### src/design/tmfa_pkg.sv
`timescale 1ns / 1ps
package tmfa_pkg;
  localparam int COORD_BITS_DEF = 12;
  localparam int AREA_BITS      = 26;
  localparam logic [AREA_BITS-1:0] AREA_MAX = {AREA_BITS{1'b1}};
  localparam int ADDR_BITS      = 3;
  // register index as decoded from paddr[2]
  localparam logic REG_TOLERANCE = 1'b0;
  localparam int N_FACES        = 4;
  localparam int N_VERTS        = 4;
endpackage

### src/design/tmfa_min.sv
`timescale 1ns / 1ps
module tmfa_min
  import tmfa_pkg::*;
#(
  parameter int ROOTW = 2 * COORD_BITS_DEF + 4
) (
  input  logic                 clk,
  input  logic                 rst_n,
  input  logic                 en,
  input  logic                 in_vld,
  input  logic [ROOTW-1:0]     root [N_FACES],
  input  logic [AREA_BITS-1:0] tol,
  output logic                 out_vld,
  output logic [AREA_BITS-1:0] best
);
  localparam int RW = (ROOTW > AREA_BITS) ? ROOTW : AREA_BITS;

  logic [AREA_BITS-1:0] area [N_FACES];
  logic                 vld_r  [3];
  logic [AREA_BITS-1:0] best_r [3];
  logic [AREA_BITS-1:0] a2_r;
  logic [AREA_BITS-1:0] a3_r [2];

  function automatic logic [AREA_BITS-1:0] pick(input logic [AREA_BITS-1:0] cur_best,
                                                 input logic [AREA_BITS-1:0] face,
                                                 input logic [AREA_BITS-1:0] margin);
    logic [AREA_BITS:0] lim;
    lim = {1'b0, face} + {1'b0, margin};
    return ({1'b0, cur_best} > lim) ? face : cur_best;
  endfunction

  always_comb begin
    logic [RW-1:0] ext;
    for (int f = 0; f < N_FACES; f++) begin
      ext = RW'(root[f]);
      area[f] = (ext > RW'(AREA_MAX)) ? AREA_MAX : ext[AREA_BITS-1:0];
    end
  end

  always_ff @(posedge clk) begin
    if (!rst_n) begin
      for (int s = 0; s < 3; s++) vld_r[s] <= 1'b0;
    end else if (en) begin
      vld_r[0] <= in_vld;
      vld_r[1] <= vld_r[0];
      vld_r[2] <= vld_r[1];
    end
  end

  always_ff @(posedge clk) begin
    if (en) begin
      best_r[0] <= pick(area[0], area[1], tol);
      a2_r      <= area[2];
      a3_r[0]   <= area[3];
      best_r[1] <= pick(best_r[0], a2_r, tol);
      a3_r[1]   <= a3_r[0];
      best_r[2] <= pick(best_r[1], a3_r[1], tol);
    end
  end

  assign out_vld = vld_r[2];
  assign best    = best_r[2];
endmodule

### config.mk
export PLATFORM = sky130hd
export DESIGN_NAME = tmfa_min
export DESIGN_NICKNAME = d
export VERILOG_FILES = /design/src/design/tmfa_pkg.sv /design/src/design/tmfa_min.sv
export SDC_FILE = /design/constraint.sdc
export NUM_CORES = 1
export LEC_CHECK = 0
export BUFFER_PORTS_ARGS = -buffer_cell sky130_fd_sc_hd__buf_2
export CORE_MARGIN = 10
export CORE_UTILIZATION = 59
export DETAILED_ROUTE_END_ITERATION = 8
export GPL_TIMING_DRIVEN = 0
export PLACE_DENSITY = 0.94
export SLEW_MARGIN = 15
export SYNTH_ARGS = -nofsm -noshare
export SYNTH_HDL_FRONTEND = slang
export SYNTH_SLANG_ARGS = --single-unit
### constraint.sdc
create_clock -name clk -period 5.41 [get_ports clk]
set_input_delay 0.2705 -clock clk [delete_from_list [all_inputs] [get_ports clk]]
set_output_delay 0.2705 -clock clk [all_outputs]
set_load 0.01 [all_outputs]
==> run_results.csv, run 1 <==
group,metric,value,unit
finish,regArea,4770,um2
logic_synthesis,ys_ff_latch,159,
logic_synthesis,synth_compound_area_share,15.8,%
clock_network,cts_buffers,17,
timing,skew,0.00947,ns
logic_synthesis,synthArstFlopShare,0,%
power,p_total,0.00437,W
drt,drt-total-wl,33200,um
logic_synthesis,synth-simple-area-share,12.5,%
power,peakVddDrop,231,uV
global_route,grt_max_degree,92,
global_route,antenna_found_initial,3,
timing,finalMaxSlewViolations,0,
floorplanning,fp-row-count,52,
global_route,grt-ovfl-total,0,
floorplanning,fp.dieW,164,um
placement,finalWeightedCongestion,0.987,
power,power_leakage,5.96,nW
logic_synthesis,synthCells,1120,
floorplanning,die_h,164,um
worst_setup_path,cp.required,5.59,ns
floorplanning,die-area,26800,um2
drt,vias_per_cell,6.26,
timing,period_needed,5.33,ns
floorplanning,start_util,60.1,%
placement,io_buffer_count,168,
logic_synthesis,ys_types,56,
logic_synthesis,synthAdderAreaFrac,16.5,%
power,p_per_area,311,nW/um2
floorplanning,io_pins,169,
finish,fin_nets,1612,
worst_setup_path,start_kind,"register",
clock_network,cts_root_buf,"clkbuf_16",
logic_synthesis,synth_nets,1421,
flow_run,drv_cap,0,
clock_network,hold_buffers,0,
finish,area_growth_syn_to_layout,15.8,%
timing,setup_viol,0,
worst_setup_path,crit_arrival,5.51,ns
finish,final_common_cell,"buf_2",
drt,vias,9974,
min_path,hold_path.class,"in -> reg",
logic_synthesis,synthFlopType,"edfxtp_1",
logic_synthesis,syn-cell-area,12200,um2
outcome,status,"finished, final reports clean",
clock_network,clkLatencyLatePin,0.44,ns
timing,hold_viol,0,
timing,min_period_over_period,98.5,%
timing,tightest_slew,0.550,ns
clock_network,clk_pin_slew,0.06,ns
placement,hpwl,25900,um
timing,maxSlewHeadroom,63.3,%
clock_network,tritoncts,"yes",
finish,fillers,1394,
finish,multi_input_area,7020,um2
logic_synthesis,synth_top_family_by_area,"adder cells",
global_route,grt_use_total,24.1,%
clock_network,cts_num_sinks,159,
worst_setup_path,path_class,"reg -> reg",
logic_synthesis,synth-xor-area-share,4.47,%
drt,firstDrtPassIters,5,
logic_synthesis,ys_seq_area_share,39.3,%
logic_synthesis,syn_avg_cell_area,10.9,um2
worst_setup_path,crit_path_end_kind,"register",
global_route,grt_pass1_wl,50900,um
finish,layout-drive-gt1-share,25.6,%
drt,drc,0,
logic_synthesis,muxShareOfSynthArea,7.80,%
timing,fmax,188,MHz
clock_network,clockBufferDepth,2,
worst_setup_path,critPathMaxFanout,10,
logic_synthesis,synth_edf_count,159,
logic_synthesis,yosys_warnings,0,
clock_network,htreeDepth,4,
floorplanning,core,20200,um2
drt,ant_nets,0,
drt,drtIter0Drc,935,
finish,final_cell_mix,"168 x buf_2, 159 x edfxtp_1, 156 x ha_1",
timing,setup_tns,0,ns
drt,wl_per_cell,20.8,um
global_route,grt_pass1_vias,9899,
## stage by stage
stage / hold WS (ns) / instances / setup WS (ns) / area [um2] / util (%)
detailed placement: 0.405 / 1559 / -0.426 / 13400 / 66.1
finish: 0.0845 / 1594 / 0.0799 / 14100 / 69.6
CTS: 0.0773 / 1588 / 0.0120 / 14000 / 69.1
global placement: 0.402 / 1558 / -0.409 / 13300 / 65.9
global route: 0.0836 / 1594 / -0.0439 / 14100 / 69.6
floorplan: 0.383 / 1120 / 0.643 / 12200 / -
## worst max-delay path: stages (launching register included)
cell	delay, ns
edfxtp_1	0.42
ha_1	0.30
clkbuf_1	0.29
nand4_1	0.22
nor2_1	0.18
nand3_1	0.17
a31oi_1	0.35
nor3_1	0.11
o21bai_1	0.41
a31oi_1	0.19
xor2_1	0.18
ha_1	0.33
nor2b_1	0.26
a2111oi_4	0.09
o211ai_1	0.12
a21oi_2	0.06
a211o_1	0.28
o21ba_2	0.22
buf_2	0.25
buf_4	0.26
mux2_2	0.37
## sequential cells by signal (all words and copies together) (netlist names)
name	cells
a3_r	52
best_r	78
a2_r	26
vld_r	3
## layer usage
| layer | routed length [um] | vias up | part of all wire, % | track usage, % |
|---|---|---|---|---|
| met4 | 1020 | 0 | 3.1 | 8.73 |
| met3 | 2920 | 83 | 8.8 | 4.83 |
| met1 | 13700 | 4654 | 41 | 31.0 |
| li1 | - | 4698 | - | - |
| met2 | 15500 | 539 | 47 | 39.4 |
| met5 | 0 | - | 0 | 0 |
## cell type report
class | count | share of cell area, %
Inverter | 30 | 0.800
Buffer | 53 | 2.44
Clock inverter | 10 | 1.01
Antenna cell | 3 | 0.0533
Clock buffer | 19 | 3.08
Tap cell | 270 | 2.40
Multi-Input combinational cell | 878 | 49.9
Timing Repair Buffer | 172 | 6.40
Sequential cell | 159 | 33.9
## synth_stat cells (28+ instances only)
cell	n	area [um2]
nor2_1	43	161
a21o_1	57	428
nand2_1	40	150
o21ai_0	50	250
a21oi_1	90	450
xor2_1	34	298
mux2_2	58	653
ha_1	156	1950
edfxtp_1	159	4770
xnor2_1	28	245
inv_1	30	113
or3_1	105	657
## final timing paths
kind	from	endpoint	slack, ns	cells after the start
worst max-delay path	a3_r[0][37]	best_r[0][76]	0.08	20
worst max register to register	a3_r[0][37]	best_r[0][76]	0.08	20
worst min-delay path	root[29]	a2_r[1]	0.08	2
worst min register to register	a3_r[0][3]	a3_r[0][29]	0.42	0
## timing repair
item,CTS,global route
setup buffers,0,3
setup endpoints to repair,27,76
pin swaps,0,3
resized for setup,6,17
## cell families after synthesis
kind of cell / after synthesis
xor+xnor: 62
compound gates: 298
mux: 78
simple gates: 281
fa+ha+maj: 159
flops: 159
buf+inv: 83
## report_power, final
| part | internal (W) | switching, W | total, W |
|---|---|---|---|
| Clock | 0.000717 | 0.000480 | 0.00120 |
| Sequential | 0.00154 | 0.0000712 | 0.00161 |
| Combinational | 0.000741 | 0.000829 | 0.00157 |
Power figures use the tool's default switching activity.
==> inputs of run 2 (changes only) <==
--- a/config.mk
+++ b/config.mk
@@ -5,9 +5,10 @@
 export SDC_FILE = /design/constraint.sdc
 export NUM_CORES = 1
 export LEC_CHECK = 0
+export ABC_AREA = 1
 export BUFFER_PORTS_ARGS = -buffer_cell sky130_fd_sc_hd__buf_2
 export CORE_MARGIN = 10
-export CORE_UTILIZATION = 59
+export CORE_UTILIZATION = 60
 export DETAILED_ROUTE_END_ITERATION = 8
 export GPL_TIMING_DRIVEN = 0
 export PLACE_DENSITY = 0.94
==> constraint.sdc (replaced) <==
create_clock -name clk -period 5.6 [get_ports clk]
set_input_delay 0.28 -clock clk [delete_from_list [all_inputs] [get_ports clk]]
set_output_delay 0.28 -clock clk [all_outputs]
set_load 0.01 [all_outputs]
==> run_results.csv, run 2 <==
group,metric,value,unit
logic_synthesis,ys_ff_latch,159,
worst_setup_path,crit_path_end_kind,"register",
finish,antenna_cells,0,
logic_synthesis,synth_edf_count,159,
drt,vias_per_cell,5.68,
timing,fmax,224,MHz
finish,final_common_cell,"nand2_1",
logic_synthesis,ys_seq_area_share,37.3,%
placement,dp_slack,0.725,ns
logic_synthesis,yosysTopAreaCell,"edfxtp_1",
finish,top_regs,"best_r (78), a3_r (52), a2_r (26)",
power,power_leakage,6.92,nW
timing,worst_hold_slack,0.0944,ns
drt,drtIter0Drc,961,
logic_synthesis,yosys_warnings,0,
timing,rsz0062_at_grt,"false",
worst_setup_path,critPathMaxFanout,10,
power,p_per_area,317,nW/um2
logic_synthesis,synth_nets,1821,
min_path,hold_depth,3,
drt,ant_nets,0,
logic_synthesis,synth_top_area_share,37.3,%
clock_network,clockBufferDepth,2,
power,peakVddDrop,220,uV
finish,area_growth_syn_to_layout,14.0,%
floorplanning,io_pins,169,
timing,skew,0.00976,ns
power,clock_power_share,24.6,%
finish,largest_register_ffs,78,
timing,finalMaxSlewViolations,0,
drt,wl_per_cell,17.7,um
clock_network,htreeDepth,4,
placement,hpwl,28600,um
finish,final_util,69.4,%
drt,drt-total-wl,35300,um
clock_network,cts_num_sinks,159,
power,sw_frac_of_total,36.5,%
power,p_int,0.00294,W
timing,min_period_over_period,79.7,%
worst_setup_path,start_kind,"input pin",
floorplanning,die-area,27600,um2
logic_synthesis,synth.area.top_cells,"edfxtp_1 37%, ha_1 15%, nand2_1 11%",
flow_run,drv_cap,0,
logic_synthesis,synthArstFlopShare,0,%
logic_synthesis,ys_top_cells_by_count,"374 x nand2_1, 159 x edfxtp_1, 156 x ha_1",
worst_setup_path,path_class,"in -> reg",
clock_network,clk_pin_slew,0.07,ns
placement,place_area,14000,um2
timing,tightest_slew,0.812,ns
timing,setup_tns,0,ns
timing,maxSlewHeadroom,45.7,%
worst_setup_path,r2r_cells,21,
power,p_seq_share,36.3,%
worst_setup_path,cp.required,5.79,ns
logic_synthesis,syn-cell-area,12800,um2
placement,io_buffer_count,168,
logic_synthesis,yosysMostFrequentCell,"nand2_1",
finish,fin_nets,2009,
clock_network,cts_buffers,17,
drt,drc,0,
power,power_frac_comb,39.1,%
finish,layout-drive-gt1-share,20.2,%
timing,period_needed,4.46,ns
finish,final_cell_mix,"374 x nand2_1, 177 x buf_2, 159 x edfxtp_1",
clock_network,tritoncts,"yes",
floorplanning,core,21000,um2
logic_synthesis,ys_types,48,
global_route,antenna_found_initial,0,
floorplanning,fp-row-count,53,
clock_network,hold_buffers,0,
placement,finalWeightedCongestion,1.00,
logic_synthesis,synthFlopType,"edfxtp_1",
global_route,grt_max_degree,92,
logic_synthesis,synthCells,1520,
global_route,grt_pass1_wl,56000,um
timing,setup_ws,1.14,ns
worst_setup_path,crit_arrival,4.65,ns
floorplanning,start_util,60.9,%
global_route,grt_pass1_vias,11500,
floorplanning,die_h,166,um
drt,vias,11300,
power,p_sw,0.00169,W
clock_network,cts_setup_buffers,0,
clock_network,cts_root_buf,"clkbuf_16",
floorplanning,fp.dieW,166,um
drt,firstDrtPassIters,7,
clock_network,clkLatencyLatePin,0.44,ns
logic_synthesis,syn_avg_cell_area,8.42,um2
finish,top_register,"best_r",
global_route,grt_use_total,24.9,%
min_path,hold_path.class,"in -> reg",
timing,hold_viol,0,
finish,design_area,14600,um2
timing,setup_viol,0,
clock_network,post_cts_resized,0,
global_route,grt-ovfl-total,0,
outcome,status,"finished, final reports clean",
run 2: cell types whose count changed after synthesis, moves of 9 or more:
cell / delta
a21oi_1: +29
nor2_1: +45
a21o_1: -47
nand2b_1: -12
clkbuf_1: -9
mux2_2: -58
or2_2: +43
o211ai_1: -9
nand2_1: +334
nand3_1: +95
or3_1: -105
mux2_4: -19
inv_1: +107
nand2_2: +34
run 2: kinds of logic (layout without fill, tap and decap cells):
| kind of cell | Yosys count | count (layout) | share of synthesized area [%] |
|---|---|---|---|
| buffers and inverters | 195 | 396 | 7.10 |
| DFF | 159 | 159 | 37.3 |
| AOI/OAI and AO/OA | 227 | 227 | 9.98 |
| adders and majority gates | 159 | 159 | 15.7 |
| xor gates and xnor gates | 70 | 70 | 4.79 |
| and+or+nand+nor | 710 | 710 | 25.1 |
run 2: routing by layer:
layer / global-route usage, % / routed length (um)
met2: 43.2 / 17200
met3: 4.35 / 3080
met4: 11.2 / 1400
met5: 0 / 0
met1: 29.5 / 13600
run 2: power by group through the flow:
| stage | Combinational [W] | Sequential (W) | Clock (W) |
|---|---|---|---|
| after CTS | 0.00179 | 0.00168 | 0.00114 |
| after global routing | 0.00203 | 0.00169 | 0.00119 |
| after global placement | 0.00170 | 0.00170 | 0 |
| after detailed placement | 0.00177 | 0.00170 | 0 |
| after floorplan | 0.00128 | 0.00165 | 0 |
| final | 0.00181 | 0.00168 | 0.00114 |
run 2: cell type report:
cell class	count	area, um2
Sequential cell	159	4770
Tap cell	275	344
Inverter	143	537
Clock buffer	19	433
Timing Repair Buffer	169	878
Buffer	52	372
Multi-Input combinational cell	1166	7110
Fill cell	1617	6430
Clock inverter	13	139
run 2: through the flow:
step                      total power, W  std cells
final                            0.00463       1996
after global routing             0.00492       1996
after CTS                        0.00462       1996
after detailed placement         0.00347       1964
after global placement           0.00340       1963
after floorplan                  0.00293       1520
run 2: path summary, 6_finish.rpt:
kind | to | slack [ns] | from
min | a2_r[5] | 0.09 | root[33]
max | best_r[0][14] | 1.14 | root[82]
max reg2reg | best_r[0][67] | 1.27 | a3_r[0][26]
min reg2reg | a3_r[0][47] | 0.41 | a3_r[0][21]
run 2: critical path: stages:
cell and delay, ns:
buf_2 0.09, nor2_1 0.09, inv_1 0.12, clkbuf_1 0.21, nor2_1 0.28, inv_1 0.10, ha_1 0.28, nand2_1 0.06
o21ai_0 0.29, a21oi_1 0.20, o21ai_0 0.53, nand3_1 0.16, o211ai_1 0.16, xor2_1 0.12, ha_1 0.39, nand2_1 0.07
nor4_1 0.40, nand4_4 0.34, buf_2 0.29, nand3_1 0.10, nand2_1 0.06
==> inputs of run 3 (changes only) <==
--- a/config.mk
+++ b/config.mk
@@ -8,10 +8,10 @@
 export ABC_AREA = 1
 export BUFFER_PORTS_ARGS = -buffer_cell sky130_fd_sc_hd__buf_2
 export CORE_MARGIN = 10
-export CORE_UTILIZATION = 60
+export CORE_UTILIZATION = 54
 export DETAILED_ROUTE_END_ITERATION = 8
 export GPL_TIMING_DRIVEN = 0
-export PLACE_DENSITY = 0.94
+export PLACE_DENSITY = 0.9
 export SLEW_MARGIN = 15
 export SYNTH_ARGS = -nofsm -noshare
 export SYNTH_HDL_FRONTEND = slang
==> constraint.sdc (replaced) <==
create_clock -name clk -period 3.6 [get_ports clk]
set_input_delay 0.18 -clock clk [delete_from_list [all_inputs] [get_ports clk]]
set_output_delay 0.18 -clock clk [all_outputs]
set_load 0.01 [all_outputs]
==> run_results.csv, run 3 (synthesis gave the netlist of run 2 again) <==
group,metric,value,unit
worst_setup_path,critical-path-slowest-cell,"edfxtp_1",
clock_network,clkLatencyLatePin,0.45,ns
placement,place_area,14100,um2
power,p_total,0.00832,W
power,peakVddDrop,378,uV
outcome,violations,"negative hold slack, negative setup slack",
floorplanning,fp.dieW,174,um
worst_setup_path,crit_chain,"ha_4, fa_2, nand3b_1, nand3_4, a21oi_4, o21ai_2, nand2_1, nand2_1, nand2_1, nand2_2, ha_4, a21oi_2, o21ai_2, o21a_1, nand4_1, nand2_1, inv_2, nand2_8, nand2_8, clkbuf_16, nand2_4, nand2_2",
timing,maxSlewHeadroom,48.3,%
drt,drtIter0Drc,1090,
worst_setup_path,cpMostUsedCell,"nand2_1",
timing,tightest_slew,0.772,ns
finish,layout-drive-gt1-share,35.9,%
finish,top_register,"best_r",
clock_network,htreeDepth,4,
placement,io_buffer_count,168,
drt,firstDrtPassIters,6,
placement,finalWeightedCongestion,0.938,
floorplanning,core,23400,um2
global_route,grt_pass1_wl,59500,um
timing,min_period_over_period,107,%
placement,dp.cells,2008,
floorplanning,io_pins,169,
power,power_leakage,7.60,nW
worst_setup_path,crit_arrival,4.05,ns
worst_setup_path,start_kind,"register",
finish,fin_nets,2091,
drt,drc,0,
finish,top_regs,"best_r (78), a3_r (52), a2_r (26)",
finish,design_area,17000,um2
outcome,status,"finished with violations",
clock_network,cts_num_sinks,159,
timing,setup_viol,52,
min_path,hold_path.class,"in -> reg",
flow_run,drv_cap,0,
global_route,grt-ovfl-total,0,
floorplanning,fp-row-count,56,
timing,finalMaxSlewViolations,0,
drt,vias,12200,
worst_setup_path,path_class,"reg -> reg",
clock_network,cts_buffers,17,
floorplanning,die_h,174,um
timing,period_needed,3.85,ns
global_route,grt_pass1_vias,11900,
finish,largest_register_ffs,78,
timing,rsz0062_at_grt,"true",
clock_network,tritoncts,"yes",
floorplanning,start_util,54.7,%
power,p_per_area,491,nW/um2
drt,drt-total-wl,41300,um
clock_network,cts_root_buf,"clkbuf_16",
global_route,antenna_found_initial,1,
timing,fmax,260,MHz
finish,stdcell_count,2123,
worst_setup_path,cp.required,3.80,ns
drt,vias_per_cell,5.76,
timing,setup_ws,-0.252,ns
placement,hpwl,29600,um
finish,final_common_cell,"nand2_1",
clock_network,clockBufferDepth,2,
drt,ant_nets,0,
timing,worst_hold_slack,-0.00172,ns
finish,area_growth_syn_to_layout,32.5,%
worst_setup_path,crit_path_end_kind,"register",
placement,dp_slack,-1.09,ns
worst_setup_path,critPathMaxFanout,6,
finish,final_cell_mix,"289 x nand2_1, 168 x buf_2, 159 x edfxtp_1",
timing,hold_viol,1,
global_route,grt_max_degree,113,
worst_setup_path,cpPeakStageDelay,0.46,ns
finish,final_util,72.5,%
timing,skew,0.0145,ns
floorplanning,die-area,30300,um2
clock_network,clk_pin_slew,0.07,ns
drt,wl_per_cell,19.4,um
global_route,grt_use_total,24.5,%
## run 3: cell type report
| cell class | count | area (um2) |
|---|---|---|
| Antenna cell | 1 | 2.50 |
| Multi-Input combinational cell | 1168 | 8560 |
| Fill cell | 1725 | 6450 |
| Sequential cell | 159 | 4770 |
| Clock inverter | 15 | 149 |
| Buffer | 52 | 463 |
| Inverter | 143 | 539 |
| Timing Repair Buffer | 249 | 1650 |
| Tap cell | 319 | 399 |
| Clock buffer | 17 | 425 |
## run 3: report_power, final
part | internal (W) | switching (W) | leakage, nW
clock | 0.000970 | 0.000821 | 0.273
sequential | 0.00244 | 0.000220 | 1.58
combinational | 0.00168 | 0.00219 | 5.75
## run 3: worst max-delay path: cells and delay by family, from the launching register on
kind            cells  cell delay [ns]
simple gates       12             1.33
fa+ha+maj           3             0.90
buf+inv             2             0.28
compound gates      5             0.63
flops               1             0.46
## run 3: metrics by stage
step	setup TNS, ns	hold WS (ns)
final	-7.91	-0.00172
after global routing	-14.92	0.0124
after CTS	-0.170	0.000371
after detailed placement	-52.15	0.405
after global placement	-47.94	0.401
after floorplan	0	0.292
## run 3: what timing repair did
| item | 4_1_cts | 5_1_grt |
|---|---|---|
| setup buffers | 20 | 27 |
| hold buffers | 26 | 0 |
| pin swaps | 30 | 62 |
| cloned | 2 | 7 |
| endpoints found under the setup margin | 78 | 78 |
| gates resized for setup | 136 | 224 |
| hold endpoints to repair | 26 | 0 |
## run 3: path summary, 6_finish.rpt
check	start	to	slack [ns]	cells past startpoint
max	a2_r[0]	best_r[0][35]	-0.25	22
min	root[33]	a2_r[5]	-0.002	3
max reg2reg	a2_r[0]	best_r[0][35]	-0.25	22
min reg2reg	a3_r[0][16]	a3_r[0][42]	0.42	0
## run 3: routing by layer
metal	vias to the layer above	routed length (um)	GRT usage, %
met1	5744	15700	28.8
met3	141	3130	4.16
met4	0	1840	10.6
met5	-	0	0
met2	616	20600	43.0
li1	5726	-	-
